$ cat src/srq_pkg.sv
`timescale 1ns / 1ps
// ----------------------------------------------------------------------------
// srq_pkg: shared types and codes for the sorted record queue
// Record layout, transaction payloads, opcodes and status codes.
// ----------------------------------------------------------------------------
package srq_pkg;

    // Opcodes of an input transaction.
    localparam logic OP_INSERT = 1'b0;
    localparam logic OP_POP    = 1'b1;

    // Status codes of a result transaction.
    localparam logic [1:0] STATUS_DONE  = 2'd0;
    localparam logic [1:0] STATUS_FULL  = 2'd1;
    localparam logic [1:0] STATUS_EMPTY = 2'd2;

    // One stored record. The sort key is {name_head, name_last}.
    typedef struct packed {
        logic [63:0]        name_head;
        logic [7:0]         name_last;
        logic [7:0]         age;
        logic signed [31:0] phone;
    } rec_t;

    // Input transaction payload.
    typedef struct packed {
        logic               opcode;
        logic [63:0]        name_head;
        logic [7:0]         name_last;
        logic [7:0]         age;
        logic signed [31:0] phone;
    } in_item_t;

    // Result transaction payload.
    typedef struct packed {
        logic [1:0]         status;
        logic [4:0]         count;
        logic               head_valid;
        logic [63:0]        head_name_first;
        logic [7:0]         head_name_ninth;
        logic [7:0]         head_age;
        logic signed [31:0] head_phone;
    } out_item_t;

    // Write request from the sequencer to the record store.
    typedef struct packed {
        logic en;
        rec_t data;
    } mem_wr_t;

endpackage

$ cat src/srq_store.sv
`timescale 1ns / 1ps
// ----------------------------------------------------------------------------
// srq_store: record memory
// One write port and one read port with registered read data.
// ----------------------------------------------------------------------------
module srq_store #(
    parameter int DEPTH = 16,
    parameter int AW    = 4
) (
    input  logic                 aclk,
    input  srq_pkg::mem_wr_t     wr,
    input  logic [AW-1:0]        wr_addr,
    input  logic [AW-1:0]        rd_addr,
    output srq_pkg::rec_t        rd_data
);

    srq_pkg::rec_t mem [DEPTH];

    // Write port.
    always_ff @(posedge aclk) begin
        if (wr.en) begin
            mem[wr_addr] <= wr.data;
        end
    end

    // Read port, data registered.
    always_ff @(posedge aclk) begin
        rd_data <= mem[rd_addr];
    end

endmodule

$ cat src/srq_ctrl.sv
`timescale 1ns / 1ps
// ----------------------------------------------------------------------------
// srq_ctrl: insertion sequencer
// Keeps the queue as a ring in the record store and walks it one record at a
// time with a single key comparator, shifting larger records toward the tail.
// ----------------------------------------------------------------------------
module srq_ctrl #(
    parameter int DEPTH = 16,
    parameter int AW    = 4,
    parameter int CW    = 5
) (
    input  logic                  aclk,
    input  logic                  aresetn,
    input  logic                  in_valid,
    output logic                  in_ready,
    input  srq_pkg::in_item_t     in_item,
    input  logic                  res_free,
    output logic                  res_load,
    output srq_pkg::out_item_t    res_item,
    output srq_pkg::mem_wr_t      wr,
    output logic [AW-1:0]         wr_addr,
    output logic [AW-1:0]         rd_addr,
    input  srq_pkg::rec_t         rd_data,
    output logic [CW-1:0]         count
);

    localparam logic [AW:0]   DEPTH_W = (AW+1)'(DEPTH);
    localparam logic [CW-1:0] DEPTH_C = CW'(DEPTH);

    typedef enum logic [4:0] {
        ST_IDLE     = 5'b00001,
        ST_SCAN_RD  = 5'b00010,
        ST_SCAN_CMP = 5'b00100,
        ST_HEAD_RD  = 5'b01000,
        ST_HEAD_CAP = 5'b10000
    } state_t;

    state_t             state_reg, state_next;
    logic [AW-1:0]      head_reg, head_next;
    logic [CW-1:0]      count_reg, count_next;
    logic [AW-1:0]      pos_reg, pos_next;
    logic [1:0]         status_reg, status_next;
    srq_pkg::in_item_t  item_reg, item_next;
    srq_pkg::rec_t      new_rec;
    logic               held_greater;

    // Ring position of a queue offset.
    function automatic logic [AW-1:0] ring_addr(input logic [AW-1:0] base,
                                                input logic [AW-1:0] off);
        logic [AW:0] sum;
        sum = {1'b0, base} + {1'b0, off};
        if (sum >= DEPTH_W) begin
            sum = sum - DEPTH_W;
        end
        return sum[AW-1:0];
    endfunction

    // The record carried by the pending insert.
    assign new_rec.name_head = item_reg.name_head;
    assign new_rec.name_last = item_reg.name_last;
    assign new_rec.age       = item_reg.age;
    assign new_rec.phone     = item_reg.phone;

    // Shared comparator: held key strictly greater than the new key.
    assign held_greater = {rd_data.name_head, rd_data.name_last} >
                          {item_reg.name_head, item_reg.name_last};

    assign in_ready = (state_reg == ST_IDLE);
    assign count    = count_reg;
    assign wr_addr  = ring_addr(head_reg, pos_reg);

    // The head is read in the final two states; otherwise the record in
    // front of the current insert position.
    assign rd_addr = (state_reg == ST_HEAD_RD || state_reg == ST_HEAD_CAP) ?
                     head_reg : ring_addr(head_reg, pos_reg - AW'(1));

    // Result as seen after the step; an empty queue reports zeros.
    always_comb begin
        res_item.status     = status_reg;
        res_item.count      = 5'(count_reg);
        res_item.head_valid = (count_reg != '0);
        if (count_reg != '0) begin
            res_item.head_name_first = rd_data.name_head;
            res_item.head_name_ninth = rd_data.name_last;
            res_item.head_age        = rd_data.age;
            res_item.head_phone      = rd_data.phone;
        end else begin
            res_item.head_name_first = '0;
            res_item.head_name_ninth = '0;
            res_item.head_age        = '0;
            res_item.head_phone      = '0;
        end
    end

    // Sequencer.
    always_comb begin
        state_next  = state_reg;
        head_next   = head_reg;
        count_next  = count_reg;
        pos_next    = pos_reg;
        status_next = status_reg;
        item_next   = item_reg;
        wr.en       = 1'b0;
        wr.data     = new_rec;
        res_load    = 1'b0;
        unique case (state_reg)
            ST_IDLE: begin
                if (in_valid) begin
                    item_next = in_item;
                    if (in_item.opcode == srq_pkg::OP_INSERT) begin
                        if (count_reg == DEPTH_C) begin
                            status_next = srq_pkg::STATUS_FULL;
                            state_next  = ST_HEAD_RD;
                        end else begin
                            status_next = srq_pkg::STATUS_DONE;
                            pos_next    = AW'(count_reg);
                            state_next  = ST_SCAN_RD;
                        end
                    end else begin
                        if (count_reg == '0) begin
                            status_next = srq_pkg::STATUS_EMPTY;
                        end else begin
                            status_next = srq_pkg::STATUS_DONE;
                            head_next   = ring_addr(head_reg, AW'(1));
                            count_next  = count_reg - CW'(1);
                        end
                        state_next = ST_HEAD_RD;
                    end
                end
            end
            ST_SCAN_RD: begin
                // At the head: the new record goes in front of everything.
                if (pos_reg == '0) begin
                    wr.en      = 1'b1;
                    count_next = count_reg + CW'(1);
                    state_next = ST_HEAD_RD;
                end else begin
                    state_next = ST_SCAN_CMP;
                end
            end
            ST_SCAN_CMP: begin
                if (held_greater) begin
                    wr.en      = 1'b1;
                    wr.data    = rd_data;
                    pos_next   = pos_reg - AW'(1);
                    state_next = ST_SCAN_RD;
                end else begin
                    wr.en      = 1'b1;
                    count_next = count_reg + CW'(1);
                    state_next = ST_HEAD_RD;
                end
            end
            ST_HEAD_RD: begin
                state_next = ST_HEAD_CAP;
            end
            ST_HEAD_CAP: begin
                if (res_free) begin
                    res_load   = 1'b1;
                    state_next = ST_IDLE;
                end
            end
            default: begin
                state_next = ST_IDLE;
            end
        endcase
    end

    // Control state.
    always_ff @(posedge aclk) begin
        if (!aresetn) begin
            state_reg  <= ST_IDLE;
            head_reg   <= '0;
            count_reg  <= '0;
        end else begin
            state_reg  <= state_next;
            head_reg   <= head_next;
            count_reg  <= count_next;
        end
    end

    // Working payload.
    always_ff @(posedge aclk) begin
        pos_reg    <= pos_next;
        status_reg <= status_next;
        item_reg   <= item_next;
    end

endmodule

$ cat src/sorted_record_queue_top.sv
`timescale 1ns / 1ps
// ----------------------------------------------------------------------------
// sorted_record_queue_top: bounded queue of records sorted by name
// Insert keeps ascending name order with equal names in arrival order; pop
// removes the head. Every transaction returns one result with the head.
// ----------------------------------------------------------------------------
// Usage:
//   The s_ channel takes one transaction (insert or pop) when s_valid and
//   s_ready are both high; s_ready is low while a transaction is in work.
//   The m_ channel gives exactly one result per input transaction: status,
//   count after the step and the current head record.
//   A pop or a refused insert goes from acceptance straight to the head read
//   and the result. An insert compares held records from the tail toward the
//   head, one at a time with one key comparator and one memory read port,
//   moving each larger record one place toward the tail, and stops behind a
//   smaller or equal name or becomes the new head. The next transaction can
//   be accepted in the cycle after the result is loaded.
//   The result sits in an output register, so a new transaction is accepted
//   while an earlier result still waits; if the receiver stalls longer, the
//   next result waits in the sequencer until the output register frees up.
//   Reset (aresetn low, synchronous) empties the queue; record memory is not
//   cleared and needs no clearing pass.
// ----------------------------------------------------------------------------
module sorted_record_queue_top #(
    parameter int DEPTH = 16
) (
    input  logic                 aclk,
    input  logic                 aresetn,
    input  logic                 s_valid,
    output logic                 s_ready,
    input  srq_pkg::in_item_t    s_data,
    output logic                 m_valid,
    input  logic                 m_ready,
    output srq_pkg::out_item_t   m_data
);

    localparam int AW = $clog2(DEPTH);
    localparam int CW = $clog2(DEPTH + 1);

    srq_pkg::mem_wr_t    wr;
    logic [AW-1:0]       wr_addr;
    logic [AW-1:0]       rd_addr;
    srq_pkg::rec_t       rd_data;
    logic                res_free;
    logic                res_load;
    srq_pkg::out_item_t  res_item;
    logic [CW-1:0]       count;
    logic                m_valid_reg;
    srq_pkg::out_item_t  m_data_reg;

    srq_ctrl #(
        .DEPTH (DEPTH),
        .AW    (AW),
        .CW    (CW)
    ) u_ctrl (
        .aclk     (aclk),
        .aresetn  (aresetn),
        .in_valid (s_valid),
        .in_ready (s_ready),
        .in_item  (s_data),
        .res_free (res_free),
        .res_load (res_load),
        .res_item (res_item),
        .wr       (wr),
        .wr_addr  (wr_addr),
        .rd_addr  (rd_addr),
        .rd_data  (rd_data),
        .count    (count)
    );

    srq_store #(
        .DEPTH (DEPTH),
        .AW    (AW)
    ) u_store (
        .aclk    (aclk),
        .wr      (wr),
        .wr_addr (wr_addr),
        .rd_addr (rd_addr),
        .rd_data (rd_data)
    );

    // Output register between the sequencer and the result channel.
    assign res_free = !m_valid_reg || m_ready;

    always_ff @(posedge aclk) begin
        if (!aresetn) begin
            m_valid_reg <= 1'b0;
        end else if (res_load) begin
            m_valid_reg <= 1'b1;
        end else if (m_ready) begin
            m_valid_reg <= 1'b0;
        end
    end

    always_ff @(posedge aclk) begin
        if (res_load) begin
            m_data_reg <= res_item;
        end
    end

    assign m_valid = m_valid_reg;
    assign m_data  = m_data_reg;

    // The held count never exceeds the capacity.
    assert property (@(posedge aclk) disable iff (!aresetn)
        count <= CW'(DEPTH))
        else $error("record count above capacity");

    // A loaded result reports a head exactly when records are held.
    assert property (@(posedge aclk) disable iff (!aresetn)
        res_load |-> (res_item.head_valid == (count != '0)))
        else $error("head_valid disagrees with count");

    // A result is only loaded into a free output register.
    assert property (@(posedge aclk) disable iff (!aresetn)
        res_load |-> res_free)
        else $error("result overwrote a pending transaction");

    // The sequencer does not take a second transaction right after one.
    assert property (@(posedge aclk) disable iff (!aresetn)
        (s_valid && s_ready) |=> !s_ready)
        else $error("transaction accepted while busy");

endmodule
$ cat config.mk
export PLATFORM = sky130hd
export DESIGN_NAME = sorted_record_queue_top
export DESIGN_NICKNAME = d
export VERILOG_FILES = /design/src/srq_pkg.sv /design/src/srq_store.sv /design/src/srq_ctrl.sv /design/src/sorted_record_queue_top.sv
export SDC_FILE = /design/constraint.sdc
export NUM_CORES = 2
export LEC_CHECK = 0
export BUFFER_PORTS_ARGS = -buffer_cell sky130_fd_sc_hd__clkbuf_2
export CAP_MARGIN = 25
export CORE_MARGIN = 2
export CORE_UTILIZATION = 44
export CTS_BUF_LIST = sky130_fd_sc_hd__clkbuf_4 sky130_fd_sc_hd__clkbuf_8
export CTS_CLUSTER_DIAMETER = 120
export CTS_CLUSTER_SIZE = 40
export DETAILED_ROUTE_END_ITERATION = 10
export PLACE_DENSITY = 0.69
export SYNTH_ARGS = -nofsm -noshare
export SYNTH_HDL_FRONTEND = slang
export SYNTH_SLANG_ARGS = --single-unit
export TNS_END_PERCENT = 100
$ cat constraint.sdc
create_clock -name aclk -period 12.25 [get_ports aclk]
set_input_delay 1.8375 -clock aclk [delete_from_list [all_inputs] [get_ports aclk]]
set_output_delay 1.8375 -clock aclk [all_outputs]
set_load 0.05 [all_outputs]
# --- Yosys cells after proc, flatten, opt, wreduce, memory -nomap -nowiden ---
# Memory sizes are Yosys's and may differ from the RTL's. A register that Yosys moved wholly into a read port is not among the register bits.
# Cells that the tools add are included.
op_classes:
  addsub: 9
  n_lt_le_gt_ge: 4
  n_eq_ne: 15
  n_mux: 35
  bitwise: 1
  reduce_logical: 14
op_table:
  columns: ["op", "count"]
  rows:
  - ["2-to-1 mux 112 bit", 2]
  - ["> comparator 72 bit", 1]
  - ["2-to-1 mux 4 bit", 12]
  - ["2-to-1 mux 5 bit", 7]
  - ["one-hot mux 5 bit (5 select lines)", 1]
  - ["subtractor 4 x 1 -> 4 bit, second input constant", 4]
  - ["greater-or-equal comparator 5 bit, second input constant", 3]
  - ["one-hot mux 5 bit (3 select lines)", 1]
  - ["inequality test 2 bit, second input constant", 6]
  - ["adder 4 x 4 -> 5 bit", 2]
  - ["equality test 5 bit, second input constant", 2]
  - ["2-to-1 mux 1 bit", 8]
  - ["one-hot mux 4 bit (2 select lines)", 1]
  - ["inequality test 2 x 1 -> 1 bit, second input constant", 3]
  - ["AND reduction 6 bit", 1]
  - ["adder 4 x 1 -> 5 bit, second input constant", 1]
  - ["adder 5 x 1 -> 5 bit, second input constant", 1]
  - ["equality test 5 x 1 -> 1 bit, second input constant", 1]
  - ["equality test 5 x 2 -> 1 bit, second input constant", 1]
  - ["equality test 5 x 3 -> 1 bit, second input constant", 1]
  - ["equality test 5 x 4 -> 1 bit, second input constant", 1]
  - ["logical NOT 5 bit", 1]
  - ["AND reduction 5 bit", 1]
  - ["nonzero test 5 bit", 1]
  - ["11 further kinds", 15]
totals:
  reg_bits: 253
  ramBits: 1792
  in_bits: 117
  out_inout_bits: 122
  elab_cells: 96
  n_memories: 1
memory_table:
  columns: ["name", "words", "width", "rd", "rd_ports_with_merged_regs", "write_ports", "line_no", "text"]
  rows:
  - ["u_store.mem", 16, 112, 1, 1, 1, "srq_store.sv:17", "srq_pkg::rec_t mem [DEPTH];"]

# --- Longest topological paths before layout ---
logic_depth:
  depth_word: 5
  ltp_mapped: 13

# --- Modules after synthesis ---
# A second synthesis with hierarchy kept.
unflattened:
  cells_unflattened: 3842
  area_unflattened_um2: 81365.5
by_module_without_submodules:
  columns: ["module", "n_inst", "cells_each", "area_each_um2", "seq_area_each_um2"]
  rows:
  - ["srq_store", 1, 2864, 69170.1, 56053.8]
  - ["srq_ctrl", 1, 854, 8543.2, 3823.7]
  - ["sorted_record_queue_top", 1, 124, 3652.3, 3623.5]

# --- Worst setup path before layout ---
# Ideal clock, no wire load.
synth_timing:
  kind: "input-to-reg"
  start: "input port s_valid"
  end: "register u_ctrl.count_reg[2], in the netlist u_ctrl.count[2]"
  setup_ns: 0.095
  t_arrival_ns: 11.909
  required_ns: 12.155
  path_slack_ns: 0.246
  path_stages: 8
  cell_sequence: "inv_1 > nor3b_1 > and3_1 > clkbuf_1 > o22ai_1 > nor4_1 > nand3_1 > o311ai_1"
synth_via:
  elab_chain_len: 2
synth_rtl:
  columns: ["element", "line_no", "text"]
  rows:
  - ["start: declaration", "sorted_record_queue_top.sv:29", "input logic s_valid,"]
  - ["inequality test 2 bit (no source line)", null, null]
  - ["AND reduction 6 bit (no source line)", null, null]
  - ["end signal: assignment", "srq_ctrl.sv:177", "count_reg <= count_next;"]
  - ["end: declaration", "srq_ctrl.sv:40", "logic [CW-1:0] count_reg, count_next;"]
# No other way between the ends.
# A chain may end at the register's enable or synchronous reset.

==> results.yml <==
timing:
  final_max_slew_viol_count: 0
  hold_viol: 0
  setup_viol: 0
  max_freq_mhz: 189
  setup_tns_ps: 0
  worstMarginPinSlew_ps: 1110
  setup_ws_ps: 6950
  finalCriticalPeriod_ps: 5300
  whs_ps: 470
  worst_clock_skew_ps: 107
  rsz0062_at_grt: "no"
  slew_headroom_pct: 26.3
  period_share_pct: 43.3
clock_network:
  cts_tree: "yes"
  clock_sinks: 2157
  cts.clk_slew.worst_paths_ps: 220
  hold_buffers: 0
  cts-root-buf: "clkbuf_8"
  cts-resized-gates: 0
  clk_latency_ps: 890
  postCtsSetupRepairBufs: 0
  cts.path.max_buffers: 3
  htree_levels: 3
  cts_buffers: 67
drt:
  routed_wl_um: 188000
  drt_iter0_drc: 4136
  dr_total_vias: 38000
  drc_errors: 0
  via_per_inst: 5.71
  firstDrtPassIters: 5
  ant_nets: 0
  wl_per_cell_um: 28.2
floorplanning:
  die-area_mm2: 0.192
  core_mm2: 0.188
  die_w_um: 438
  placementRows: 159
  fp.dieH_um: 438
  num_io_pins: 239
  start_util_pct: 44.2
layout:
  ff_latch_area_mm2: 0.0635
  area_growth_syn_to_layout_pct: 6.98
  finalNonFillerCells: 6659
  nFillCells: 15300
  drive_above_1_share_pct: 24.8
  largest_reg_flops: 1792
  multiInputGateArea_mm2: 0.0183
  nets: 4311
  design_area_mm2: 0.0887
  fin_util_pct: 47.3
pwr:
  vdd_ir_drop_max_v: 0.000249
  p_leak_nw: 28.2
  p_total_mw: 15.2
  power_density_mw_per_mm2: 172
worst_setup_path:
  cp-start-kind: "register"
  crit_start: "u_ctrl.item_reg[111]"
  critPathMaxFanout: 39
  required_ps: 12760
  r2r_start: "u_ctrl.item_reg[111]"
  rr_worst_depth: 10
  cp-end-kind: "register"
  cp_data_arrival_time_ps: 5810
  crit_type: "register to register"
  r2r_slack_ps: 6950
synthesis:
  syn_inst: 3904
  synth_edf_count: 2030
  synth-seq-area-share_pct: 76.6
  ys_ff_latch: 2157
  ys_types: 56
  synthFlopType: "edfxtp_1"
  syn_nets: 4107
  synth.avg_cell_area_um2: 21.2
  synth_warnings: 0
  syn_area_mm2: 0.0829
  postSynth.asyncResetShare_pct: 0
placement:
  pre_cts_slack_ps: 7020
  placed_area_mm2: 0.0872
  io_buffer_count: 238
  dp_cells: 6532
  place_hpwl_um: 101000
  gp_congestion: 0.767
hold_path:
  whs_path_depth: 0
  min_path_type: "register to register"
  hold_path.startpoint: "u_ctrl.status_reg[1]"
global_route:
  grt_pass1_vias: 38700
  grt_antenna_before_repair: 3
  grt-ovfl-total: 0
  grt_max_degree: 161
  grt_pass1_wl_um: 270000
  grt_usage_pct: 19.3
outcome:
  status: "finished, final reports clean"
run:
  maxCapViolations: 0
[per-layer routing]
layer | track usage (%) | routed length (µm) | up-vias
met2 | 33.9 | 97600 | 1140
met5 | 0 | 0 | -
met3 | 1.92 | 9040 | 192
met4 | 6.04 | 5810 | 0
li1 | - | - | 16200
met1 | 25.5 | 75200 | 20500
[layout by cell type, fill, tap and decap left out, drive strengths merged, types with 3 or more instances in the layout]
cell | Yosys | routed
inv | 85 | 91
mux2i | 115 | 115
ha | 83 | 83
edfxtp | 2030 | 2030
xnor2 | 7 | 7
a32oi | 3 | 3
and2 | 113 | 113
mux2 | 112 | 112
diode | 0 | 3
o21ai | 23 | 23
a211oi | 114 | 114
nand2 | 37 | 37
nand2b | 8 | 8
clkbuf | 72 | 349
fa | 3 | 3
nand4 | 21 | 21
o311ai | 4 | 4
buf | 116 | 85
nand3 | 15 | 15
clkinv | 0 | 3
a221oi | 3 | 3
a21oi | 151 | 151
mux4 | 448 | 448
nor2 | 35 | 35
and3 | 6 | 6
nor2b | 117 | 117
nor4 | 11 | 11
a21o | 5 | 5
dfxtp | 127 | 127
xor2 | 9 | 9
nor3 | 11 | 11
[layout make-up]
type                    instances  area share (%)
flip-flops and latches       2157            71.6
multi-input cells            1474            20.7
well taps                    2495            3.52
clock inverters                11           0.240
inverters                      85           0.362
repair buffers                323            2.18
clock buffers                 111            1.44
diodes                          3         0.00846
[critical path: stages (launching register included)]
cell      delay (ps)
edfxtp_1         400
inv_1             50
ha_1             310
nand4_1          310
nor4_1           690
and3_1           460
nand4_1          460
a21oi_4          280
buf_4            640
buf_4            750
mux2_2           540
[cell families (layout without fill, tap and decap cells)]
kind of cell,count (synthesis),after routing,synth area share (%)
DFF,2157,2157,76.6
muxes,675,675,15.4
xor gates and xnor gates,16,16,0.169
buffers and inverters,273,530,1.52
and+or+nand+nor,379,379,2.62
adders and majority gates,86,86,1.32
AOI/OAI and AO/OA,318,318,2.42
other,0,3,0
[final timing paths]
check                            end
setup / recovery  u_store.mem[11][8]
hold / removal           m_data[119]
setup reg to reg  u_store.mem[11][8]
hold reg to reg          m_data[119]
[power breakdown]
| part | switching, mW | internal [mW] | total (mW) |
|---|---|---|---|
| sequential | 0.268 | 8.51 | 8.77 |
| combinational | 2.04 | 1.63 | 3.67 |
| clock | 2.06 | 0.723 | 2.78 |
[cells in the mapped netlist, types with 35 or more instances]
cell type	n	share of area, %
edfxtp_1	2030	74
mux4_2	448	12
a21oi_1	150	0.91
dfxtp_1	127	3.1
nor2b_1	117	0.88
a211oi_1	114	1.0
and2_1	113	0.85
mux2i_1	113	1.4
inv_1	85	0.38
ha_1	83	1.3
buf_2	75	0.45
clkbuf_1	72	0.33
mux2_4	58	1.1
mux2_2	54	0.73
nand2_1	37	0.17
nor2_1	35	0.16
No activity file was read; power rests on OpenSTA's default activity.
